## config.mk

```make
export PLATFORM = sky130hd
export DESIGN_NAME = ipv6_l4_port_extractor
export DESIGN_NICKNAME = d
export VERILOG_FILES = /design/src/hw/rtl/ipl4_pkg.sv /design/src/hw/rtl/ipl4_parse.sv /design/src/hw/rtl/ipl4_result_reg.sv /design/src/hw/rtl/ipv6_l4_port_extractor.sv
export SDC_FILE = /design/constraint.sdc
export NUM_CORES = 1
export LEC_CHECK = 0
export BUFFER_PORTS_ARGS = -buffer_cell sky130_fd_sc_hd__buf_2
export CELL_PAD_IN_SITES_DETAIL_PLACEMENT = 1
export CELL_PAD_IN_SITES_GLOBAL_PLACEMENT = 2
export CORE_MARGIN = 3
export CORE_UTILIZATION = 40
export DETAILED_ROUTE_END_ITERATION = 12
export GPL_TIMING_DRIVEN = 0
export PLACE_DENSITY = 0.79
export RECOVER_POWER = 50
export SYNTH_ARGS = -nofsm -noshare
export SYNTH_HDL_FRONTEND = slang
export SYNTH_HIERARCHICAL = 1
export SYNTH_SLANG_ARGS = --single-unit
```

## constraint.sdc

```tcl
create_clock -name clk -period 8.3 [get_ports clk]
set_input_delay 1.66 -clock clk [delete_from_list [all_inputs] [get_ports clk]]
set_output_delay 1.66 -clock clk [all_outputs]
set_load 0.005 [all_outputs]
```

## src/hw/rtl/ipl4_pkg.sv

```systemverilog
// ipl4_pkg: shared types and constants for the IPv6 L4 port extractor.
// No dependencies; imported by all ipl4 modules.
package ipl4_pkg;

    localparam int MAX_PACKET_BYTES = 16384;
    localparam int OFF_W            = 16;

    // next-header codes
    localparam logic [7:0] NH_HOP   = 8'd0;
    localparam logic [7:0] NH_TCP   = 8'd6;
    localparam logic [7:0] NH_UDP   = 8'd17;
    localparam logic [7:0] NH_ROUTE = 8'd43;
    localparam logic [7:0] NH_AH    = 8'd51;
    localparam logic [7:0] NH_DEST  = 8'd60;

    // fixed-header offsets
    localparam logic [OFF_W-1:0] OFF_NEXT_HDR  = 16'd6;
    localparam logic [OFF_W-1:0] OFF_FIXED_END = 16'd39;
    localparam logic [OFF_W-1:0] FIXED_HDR_LEN = 16'd40;

    typedef logic [1:0] status_t;
    localparam status_t STATUS_TCP       = 2'd0;
    localparam status_t STATUS_UDP       = 2'd1;
    localparam status_t STATUS_TRUNC     = 2'd2;
    localparam status_t STATUS_UNSUPPORT = 2'd3;

    typedef struct packed {
        logic [15:0] src_port;
        logic [15:0] dst_port;
        status_t     status;
    } result_t;

endpackage

```

## src/hw/rtl/ipl4_parse.sv

```systemverilog
// ipl4_parse: header-chain walk state and per-byte next-state / result logic.
// Depends on ipl4_pkg.
module ipl4_parse
    import ipl4_pkg::*;
(
    input  logic          clk,
    input  logic          rst_n,
    input  logic          step,       // one byte moves out of the input register
    input  logic [7:0]    data_byte,
    input  logic          last,
    output result_t       res         // valid when step && last
);

    typedef enum logic [1:0] {
        PH_FIXED,
        PH_HDR,
        PH_LEN8,
        PH_LEN4
    } phase_t;

    phase_t             phase_reg, phase_adv, phase_next;
    logic [OFF_W-1:0]   off_reg, off_adv, off_next;
    logic [OFF_W-1:0]   hs_reg, hs_adv, hs_next;
    logic [7:0]         nh_reg, nh_adv, nh_next;
    logic [15:0]        src_reg, src_adv, src_next;
    logic [15:0]        dst_reg, dst_adv, dst_next;

    logic               off_full;
    logic [OFF_W-1:0]   rel;
    logic [11:0]        ext_len;
    logic [OFF_W:0]     hs_sum;
    logic [OFF_W-1:0]   rem;
    logic               nh_ext8;
    logic               nh_ext;

    assign off_full = (off_reg >= OFF_W'(MAX_PACKET_BYTES));
    assign rel      = off_reg - hs_reg;
    assign nh_ext8  = (nh_reg == NH_HOP) || (nh_reg == NH_ROUTE) || (nh_reg == NH_DEST);
    assign ext_len  = ((phase_reg == PH_LEN8) ? {1'b0, data_byte, 3'b000}
                                              : {2'b00, data_byte, 2'b00}) + 12'd8;
    assign hs_sum   = {1'b0, hs_reg} + (OFF_W+1)'(ext_len);

    // walk one byte
    always_comb
    begin
        phase_adv = phase_reg;
        off_adv   = off_reg;
        hs_adv    = hs_reg;
        nh_adv    = nh_reg;
        src_adv   = src_reg;
        dst_adv   = dst_reg;
        if (step && !off_full)
        begin
            off_adv = off_reg + 16'd1;
            unique case (phase_reg)
                PH_FIXED:
                begin
                    if (off_reg == OFF_NEXT_HDR)
                        nh_adv = data_byte;
                    if (off_reg == OFF_FIXED_END)
                        phase_adv = PH_HDR;
                end
                PH_HDR:
                begin
                    if (off_reg >= hs_reg)
                    begin
                        if ((nh_reg == NH_TCP) || (nh_reg == NH_UDP))
                        begin
                            unique case (rel)
                                16'd0:   src_adv[15:8] = data_byte;
                                16'd1:   src_adv[7:0]  = data_byte;
                                16'd2:   dst_adv[15:8] = data_byte;
                                16'd3:   dst_adv[7:0]  = data_byte;
                                default: ;
                            endcase
                        end
                        else if ((rel == 16'd0) && (nh_ext8 || (nh_reg == NH_AH)))
                        begin
                            phase_adv = nh_ext8 ? PH_LEN8 : PH_LEN4;
                            nh_adv    = data_byte;
                        end
                    end
                end
                PH_LEN8, PH_LEN4:
                begin
                    hs_adv    = hs_sum[OFF_W] ? {OFF_W{1'b1}} : hs_sum[OFF_W-1:0];
                    phase_adv = PH_HDR;
                end
            endcase
        end
    end

    // judge the packet on the state after this byte
    assign rem    = off_adv - hs_adv;
    assign nh_ext = (nh_adv == NH_HOP) || (nh_adv == NH_ROUTE) ||
                    (nh_adv == NH_DEST) || (nh_adv == NH_AH);

    always_comb
    begin
        res = '0;
        if ((phase_adv != PH_HDR) || (off_adv <= hs_adv))
            res.status = STATUS_TRUNC;
        else if (nh_adv == NH_TCP)
            res.status = (rem >= 16'd20) ? STATUS_TCP : STATUS_TRUNC;
        else if (nh_adv == NH_UDP)
            res.status = (rem >= 16'd8) ? STATUS_UDP : STATUS_TRUNC;
        else if (nh_ext)
            res.status = STATUS_TRUNC;
        else
            res.status = STATUS_UNSUPPORT;
        if ((res.status == STATUS_TCP) || (res.status == STATUS_UDP))
        begin
            res.src_port = src_adv;
            res.dst_port = dst_adv;
        end
    end

    // back to reset values after the last byte
    always_comb
    begin
        if (step && last)
        begin
            phase_next = PH_FIXED;
            off_next   = '0;
            hs_next    = FIXED_HDR_LEN;
            nh_next    = '0;
            src_next   = '0;
            dst_next   = '0;
        end
        else
        begin
            phase_next = phase_adv;
            off_next   = off_adv;
            hs_next    = hs_adv;
            nh_next    = nh_adv;
            src_next   = src_adv;
            dst_next   = dst_adv;
        end
    end

    always_ff @(posedge clk or negedge rst_n)
    begin
        if (!rst_n)
        begin
            phase_reg <= PH_FIXED;
            off_reg   <= '0;
            hs_reg    <= FIXED_HDR_LEN;
            nh_reg    <= '0;
            src_reg   <= '0;
            dst_reg   <= '0;
        end
        else
        begin
            phase_reg <= phase_next;
            off_reg   <= off_next;
            hs_reg    <= hs_next;
            nh_reg    <= nh_next;
            src_reg   <= src_next;
            dst_reg   <= dst_next;
        end
    end

endmodule

```

## src/hw/rtl/ipl4_result_reg.sv

```systemverilog
// ipl4_result_reg: output register of the result channel.
// Depends on ipl4_pkg.
module ipl4_result_reg
    import ipl4_pkg::*;
(
    input  logic        clk,
    input  logic        rst_n,
    input  logic        load,
    input  result_t     res,
    output logic        out_valid,
    input  logic        out_stall,
    output logic [15:0] src_port,
    output logic [15:0] dst_port,
    output logic [1:0]  status,
    output logic        end_of_result
);

    logic    valid_reg, valid_next;
    result_t res_reg;

    // load only happens when the register is empty or draining
    assign valid_next = load | (valid_reg & out_stall);

    always_ff @(posedge clk or negedge rst_n)
    begin
        if (!rst_n)
            valid_reg <= 1'b0;
        else
            valid_reg <= valid_next;
    end

    always_ff @(posedge clk)
    begin
        if (load)
            res_reg <= res;
    end

    assign out_valid     = valid_reg;
    assign src_port      = res_reg.src_port;
    assign dst_port      = res_reg.dst_port;
    assign status        = res_reg.status;
    assign end_of_result = 1'b1;

endmodule

```

## src/hw/rtl/ipv6_l4_port_extractor.sv

```systemverilog
// ipv6_l4_port_extractor: top level, input register plus parser and result register.
// Depends on ipl4_pkg, ipl4_parse, ipl4_result_reg.
//
//  channel | direction | handshake            | payload
//  --------+-----------+----------------------+----------------------------------------
//  in      | sink      | in_valid / in_stall   | data_byte[7:0], last
//  out     | source    | out_valid / out_stall | src_port, dst_port, status, end_of_result
//
// One byte per cycle sustained while in_stall is low. A byte waits in the
// input register, then the parser updates its walk state; a last byte writes
// the result register as it leaves the input register, raising out_valid.
// Reset (rst_n, async, active low) clears the walk state and both valid bits.
// Non-last bytes keep flowing while a result waits; only a last byte held
// behind a stalled, full result register raises in_stall.
module ipv6_l4_port_extractor
    import ipl4_pkg::*;
(
    input  logic        clk,
    input  logic        rst_n,
    input  logic        in_valid,
    output logic        in_stall,
    input  logic [7:0]  data_byte,
    input  logic        last,
    output logic        out_valid,
    input  logic        out_stall,
    output logic [15:0] src_port,
    output logic [15:0] dst_port,
    output logic [1:0]  status,
    output logic        end_of_result
);

    logic       s1_valid_reg, s1_valid_next;
    logic [7:0] s1_byte_reg;
    logic       s1_last_reg;
    logic       s1_adv;
    logic       in_take;
    result_t    res;

    // a last byte needs room in the result register
    assign in_stall = s1_valid_reg & s1_last_reg & out_valid & out_stall;
    assign s1_adv   = s1_valid_reg & ~in_stall;
    assign in_take  = in_valid & ~in_stall;

    always_comb
    begin
        if (in_take)
            s1_valid_next = 1'b1;
        else if (s1_adv)
            s1_valid_next = 1'b0;
        else
            s1_valid_next = s1_valid_reg;
    end

    always_ff @(posedge clk or negedge rst_n)
    begin
        if (!rst_n)
            s1_valid_reg <= 1'b0;
        else
            s1_valid_reg <= s1_valid_next;
    end

    always_ff @(posedge clk)
    begin
        if (in_take)
        begin
            s1_byte_reg <= data_byte;
            s1_last_reg <= last;
        end
    end

    ipl4_parse u_parse
    (
        .clk       (clk),
        .rst_n     (rst_n),
        .step      (s1_adv),
        .data_byte (s1_byte_reg),
        .last      (s1_last_reg),
        .res       (res)
    );

    ipl4_result_reg u_result
    (
        .clk           (clk),
        .rst_n         (rst_n),
        .load          (s1_adv & s1_last_reg),
        .res           (res),
        .out_valid     (out_valid),
        .out_stall     (out_stall),
        .src_port      (src_port),
        .dst_port      (dst_port),
        .status        (status),
        .end_of_result (end_of_result)
    );

endmodule
```

# Yosys cells after proc, flatten, opt, wreduce, memory -nomap -nowiden
# Cells that the tools add are included.
# totals
register_bits	119
word_cells	116
# op_classes
add_sub_neg	5
magnitude_cmp	5
n_eq_ne	20
n_mux	44
n_bitwise	9
n_reduce_logical	20
# ops
cell	count
2-to-1 mux 16 bit	16
2-to-1 mux 8 bit	10
equality test 8 x 6 -> 1 bit (second input constant)	6
equality test 16 x 2 -> 1 bit (second input constant)	2
subtractor 16 bit	2
2-to-1 mux 2 bit	11
adder 16 x 12 -> 17 bit	1
adder 16 x 1 -> 16 bit (second input constant)	1
equality test 16 x 1 -> 1 bit (second input constant)	1
equality test 16 x 3 -> 1 bit (second input constant)	1
equality test 16 x 6 -> 1 bit (second input constant)	1
equality test 8 x 3 -> 1 bit (second input constant)	2
equality test 8 x 5 -> 1 bit (second input constant)	2
greater-or-equal comparator 16 x 15 -> 1 bit (second input constant)	1
greater-or-equal comparator 16 bit	1
greater-or-equal comparator 16 x 4 -> 1 bit (second input constant)	1
greater-or-equal comparator 16 x 5 -> 1 bit (second input constant)	1
less-or-equal comparator 16 bit	1
zero test 16 bit	1
zero test 8 bit	2
case mux 8 bit (2 select lines)	1
adder 12 x 4 -> 12 bit (second input constant)	1
2-to-1 mux 11 bit	1
logical OR 1 bit	9
13 further kinds	27

# Logic depth before layout (Yosys ltp)
# logic_depth
word_depth	20
ltp_mapped	32
depth_no_buf	29

# Modules after synthesis
# The synthesis kept the hierarchy.
# modules_own_cells
mod	instances	cells_per_inst	area_per_inst_um2	seq_area_each_um2
ipl4_parse	1	776	6591.3	1854.3
ipl4_result_reg	1	38	1064.8	1046.0
ipv6_l4_port_extractor	1	18	336.6	295.3

# Least setup slack after synthesis
# No wires, ideal clock.
# synth_timing
path_type	register to register
from	reg u_parse.phase_reg[0]
to	reg u_result.res_reg (netlist bit u_result/dst_port[10]) (data pin)
arrival_time_ps	6410
required_time_ps	8039
slack_ps	1629
stages_incl_launch_ff	32
n_path_buf	3
cell_sequence	dfrtp_1 -> clkbuf_1 -> nor2b_1 -> clkbuf_1 -> mux2_2 -> ha_1 -> ha_1 -> a21o_1 -> a21oi_1 -> o21ai_0 -> a21oi_1 -> o21ai_0 -> a21oi_1 -> o21ai_0 -> a21oi_1 -> nor3_1 -> or2_2 -> ha_1 -> inv_1 -> fa_1 -> a21o_1 -> a21oi_2 -> o221a_2 -> o211ai_1 -> a21oi_2 -> xnor2_1 -> or4_1 -> or4_1 -> o21ai_1 -> a2bb2oi_4 -> buf_6 -> nor3_2
# synth_via
elab_chain_len	15
elab_cells_between_ends	45
classes_between	add/sub (3); order compare (3); eq/ne (10); mux (20); reduce/logical (9)
# synth_lines
item	line_no	text
start: declaration	ipl4_parse.sv:21	phase_t phase_reg, phase_adv, phase_next;
start signal: assignment	ipl4_parse.sv:154	phase_reg <= phase_next;
equality test 2 bit	ipl4_parse.sv:39, ipl4_parse.sv:55	
2-to-1 mux 11 bit	ipl4_parse.sv:39	assign ext_len = ((phase_reg == PH_LEN8) ? {1'b0, data_byte, 3'b000}
adder 12 x 4 -> 12 bit	ipl4_parse.sv:40	: {2'b00, data_byte, 2'b00}) + 12'd8;
adder 16 x 12 -> 17 bit	ipl4_parse.sv:41	assign hs_sum = {1'b0, hs_reg} + (OFF_W+1)'(ext_len);
2-to-1 mux 16 bit	ipl4_parse.sv:86	hs_adv = hs_sum[OFF_W] ? {OFF_W{1'b1}} : hs_sum[OFF_W-1:0];
2-to-1 mux 16 bit	ipl4_parse.sv:55	unique case (phase_reg)
2-to-1 mux 16 bit	ipl4_parse.sv:52	if (step && !off_full)
subtractor 16 bit	ipl4_parse.sv:94	assign rem = off_adv - hs_adv;
greater-or-equal comparator 16 x 4 -> 1 bit	ipl4_parse.sv:106	res.status = (rem >= 16'd8) ? STATUS_UDP : STATUS_TRUNC;
2-to-1 mux 2 bit	ipl4_parse.sv:106	
2-to-1 mux 2 bit	ipl4_parse.sv:105	else if (nh_adv == NH_UDP)
2-to-1 mux 2 bit	ipl4_parse.sv:103	else if (nh_adv == NH_TCP)
2-to-1 mux 2 bit	ipl4_parse.sv:101	if ((phase_adv != PH_HDR) || (off_adv <= hs_adv))
equality test 2 x 1 -> 1 bit or zero test 2 bit (tied branches)	ipl4_parse.sv:111	if ((res.status == STATUS_TCP) || (res.status == STATUS_UDP))
logical OR 1 bit	ipl4_parse.sv:111	
end signal: assignment	ipl4_result_reg.sv:35	res_reg <= res;
end: declaration	ipl4_result_reg.sv:19	result_t res_reg;
# Parallel ways exist; a longest one is shown, timed or not.
# A chain may end at the register's enable or synchronous reset.

# Final worst setup path
# layout_timing
from	reg u_parse.phase_reg[0]
to	reg u_result.res_reg (netlist bit u_result/dst_port[3]) (data pin)
# The elaborated chain is that of the path after synthesis.

==> impl_results.rst <==
.. list-table::
   :header-rows: 1

   * - Metric
     - Value
   * - Mapped Avg Cell Area
     - a little under 10 µm²
   * - Max-cap violations
     - 1
   * - Routed via count divided by cell count
     - 5.666
   * - Non-filler instance count after layout
     - 1181
   * - First-pass iteration count of the detailed router
     - 4
   * - Gate Count Post-Synth
     - 832
   * - Detailed router's first-iteration violation count
     - 343
   * - Cell at the root of the clock tree
     - clkbuf_16
   * - Reg clk slew, reported paths
     - 0.06 ns
   * - Portion of total power attributed to combinational logic
     - 16.4%
   * - Tightest slew margin relative to the limit
     - -106.6%
   * - Most used flip-flop cell after synthesis
     - dfrtp_1
   * - Final hold violations
     - 0
   * - Cell total after placement
     - 1147
   * - Fillers
     - 2321
   * - Fin crit share
     - 92.03%
   * - Total grt overflow
     - 0
   * - CTS tree
     - built
   * - Cells taking the most area after synthesis
     - dfrtp_1, edfxtp_1, ha_1
   * - Max incr delay on CP
     - 0.62 ns
   * - Top cell type by total area after synthesis
     - dfrtp_1
   * - Number of design rule violations left after detail routing
     - 0
   * - Most common cell type on the critical path
     - o21ai_0
   * - Proportion of register bits with asynchronous set or reset after synthesis
     - 63.87%
   * - Count of final setup violators
     - 0
   * - Layout area overhead
     - 15.29%
   * - Worst hold path type
     - flip-flop to flip-flop
   * - Register bit count reported by yosys
     - 119
   * - Count of pins on the block boundary
     - 50
   * - Post-detailed-placement half-perimeter wirelength
     - 18700 µm
   * - Total number of vias
     - 6691
   * - Largest buffer count on any clock path
     - 2
   * - Latest clock arrival within the worst-skew pair
     - 0.42 ns
   * - Nets in the synthesized netlist
     - 900
   * - Quantity of hold-fixing buffers added after cts
     - 0
   * - Total number of clock tree sinks
     - 119
   * - Core Region
     - roughly 0.02 mm²
   * - Dominant cell by count in the synthesized netlist
     - nor2_1
   * - Required time at the worst-slack endpoint
     - 8.46 ns
   * - CP Class
     - flip-flop to flip-flop
   * - Starting density of the core
     - 40.93%
   * - Cell depth of the worst flop-to-flop path
     - 29
   * - Number of nets with antenna violations after routing
     - 0
   * - Count of yosys warnings during synthesis
     - 6
   * - Static leakage
     - 3.767 nW
   * - Number of buffer cells added on primary ports
     - 48
   * - DIE WIDTH
     - roughly 150 µm
   * - Overall Power
     - 1.745 mW
   * - Crit-path max FO
     - 10
   * - Relative contribution of the clock network to total power
     - a little under half
   * - Vias in the first global route
     - 7179
   * - Hold path depth
     - 2
   * - Final weighted congestion of routability-driven global placement
     - 0.8702
   * - Slowest cell on the critical path
     - or4_1
   * - Violations in the final reports
     - capacitance limit, slew limit
   * - Area enclosed by the die boundary
     - ~0.022 mm²
   * - Worst setup EP type
     - flip-flop
   * - Fmax
     - ~130 MHz
   * - Register share of total power
     - approximately two fifths
   * - Final-report max-slew violation count
     - 54
   * - Summed negative setup slack over all endpoints
     - 0 ns
   * - Number of buffers added by the clock tree synthesis step
     - 17
   * - Slew at the pin with the worst max-slew slack
     - 3.099 ns
   * - Data arrival, critical path
     - 7.80 ns
   * - Final min period
     - 7.638 ns
   * - Type of element launching the critical path
     - flip-flop
   * - Net total in the final layout
     - 971
   * - Core Rows
     - 51
   * - Ranking of synthesized cells by instance count
     - nor2_1, dfrtp_1, nand2_1
   * - Die H
     - roughly 150 µm
   * - Register area share after synthesis
     - between 30% and 40%
   * - Setup repair after global routing missed its margin
     - false
   * - Netlist area before placement
     - around 0.008 mm²
   * - GRT Total Usage
     - 23.37%
   * - CTS H-tree lvls
     - 4
   * - Initial antenna violation count
     - 0
   * - Area share of the largest cell type after synthesis
     - 23.17%
   * - Share of post-route cells with drive strength above 1
     - 16.38%
   * - Antenna cells
     - 0
   * - Peak supply drop
     - 142.9 µV
   * - WL per Instance
     - 20.81 µm
   * - Number of different library cells in the post-synthesis netlist
     - 82
   * - Post-synth EDFFs
     - 43
   * - Detailed-route wire length
     - 24580 µm
   * - Global-route wire length before repair
     - between 30000 and 40000 µm
   * - Total power per unit cell area
     - approximately 190 mW/mm²
   * - Outcome
     - finished, violations left
   * - Net switching component of the power
     - 492.4 µW
   * - Worst clock skew
     - 0.01502 ns
   * - Largest net degree at the start of global routing
     - 54
   * - Power Internal
     - 1.253 mW
   * - Switching share of power
     - 28.22%
-- critical path: cells and delay by family, from the launching register on --
| family | cells | cell delay, ns |
|---|---|---|
| DFF | 1 | 0.36 |
| muxes | 2 | 0.78 |
| and+or+nand+nor | 6 | 1.44 |
| adders and majority gates | 3 | 0.90 |
| buffers and inverters | 3 | 0.69 |
| AOI/OAI and AO/OA | 15 | 3.23 |
-- layer usage --
layer	GRT usage, %	share of wire [%]	up-vias
li1	-	-	3147
met1	33.07	48	3430
met2	37.95	48	92
met3	3.085	2.3	22
met4	6.291	1.4	0
met5	0	0	-
-- cell usage in the layout, fill, tap and decap left out, types with 5 or more instances in the layout --
cell type,count
a211oi_1,5
and2_1,27
nor3_2,30
a21oi_2,5
nand2_1,58
nor4_1,5
buf_4,6
o22ai_1,11
buf_2,52
nand4_1,15
ha_1,52
mux2i_1,40
a31oi_1,5
o211ai_1,5
clkbuf_1,27
o21ai_0,33
nor3_1,10
nor3b_1,7
xnor2_1,23
a21o_1,9
clkbuf_16,17
mux2_2,7
inv_1,45
nand2b_1,7
o31ai_1,7
and3_1,7
edfxtp_1,43
xor2_1,9
o21ai_1,10
nand3_1,17
a21oi_1,28
nor2_1,103
dfrtp_1,74
nor2b_1,11
a21boi_0,6
-- what timing repair did --
action                     4_1_cts  5_1_grt
setup endpoints to repair        0       34
hold endpoints to repair         0        0
setup buffers                    0        2
resized for setup                0        4
-- layout make-up --
class | count | area, µm² | share of cell area, %
Buffer | 35 | 182.7 | 1.982
Clock buffer | 20 | 446.7 | 4.847
Clock inverter | 12 | 176.4 | 1.914
Inverter | 45 | 168.9 | 1.833
Multi-Input combinational cell | 633 | 4458 | 48.38
Sequential cell | 119 | 3196 | 34.68
Tap cell | 265 | 331.6 | 3.598
Timing Repair Buffer | 52 | 255.2 | 2.770
-- power groups by stage --
stage / Clock (mW) / Sequential (mW) / Combinational, mW
detailed placement: 0 / 0.678 / 0.289
global placement: 0 / 0.677 / 0.275
finish: 0.791 / 0.668 / 0.286
floorplan: 0 / 0.668 / 0.194
global route: 0.828 / 0.672 / 0.317
CTS: 0.804 / 0.667 / 0.292
-- cells by family (layout without fill, tap and decap cells) --
family                   count (synthesis)  in the layout  share of synthesized area (%)
AND/OR/NAND/NOR                        333            333                          23.03
AO/OA/AOI/OAI                          164            164                          14.03
flip-flops                             119            119                          39.98
buffers and inverters                   80            164                          4.383
adder cells (fa/ha/maj)                 55             55                          8.892
multiplexers                            48             48                          6.137
XOR/XNOR                                32             32                          3.507
other                                    1              1                        0.04692
-- final timing paths --
check                                             to                  from  slack [ns]
worst max-delay path            u_result/dst_port[3]  u_parse/phase_reg[0]        0.66
worst min-delay path             u_parse/src_reg[15]   u_parse/src_reg[15]        0.52
worst max register to register  u_result/dst_port[3]  u_parse/phase_reg[0]        0.66
worst min register to register   u_parse/src_reg[15]   u_parse/src_reg[15]        0.52
max in group asynchronous          u_parse/hs_reg[0]                 rst_n        3.16
min in group asynchronous        u_parse/src_reg[12]                 rst_n        1.56
-- per-stage QoR --
step / hold slack, ns / cell area (µm²) / util [%] / setup WS (ns)
2_1_floorplan: 0.4800 / 7993 / - / 1.629
3_3_place_gp: 0.5014 / 8564 / 43.86 / 0.3410
3_5_place_dp: 0.5089 / 8633 / 44.21 / 0.08520
4_1_cts: 0.5222 / 9256 / 47.40 / 0.02752
5_1_grt: 0.5747 / 9215 / 47.19 / 0.1109
6_report: 0.5194 / 9215 / 47.19 / 0.6617
Power figures use the tool's default switching activity.
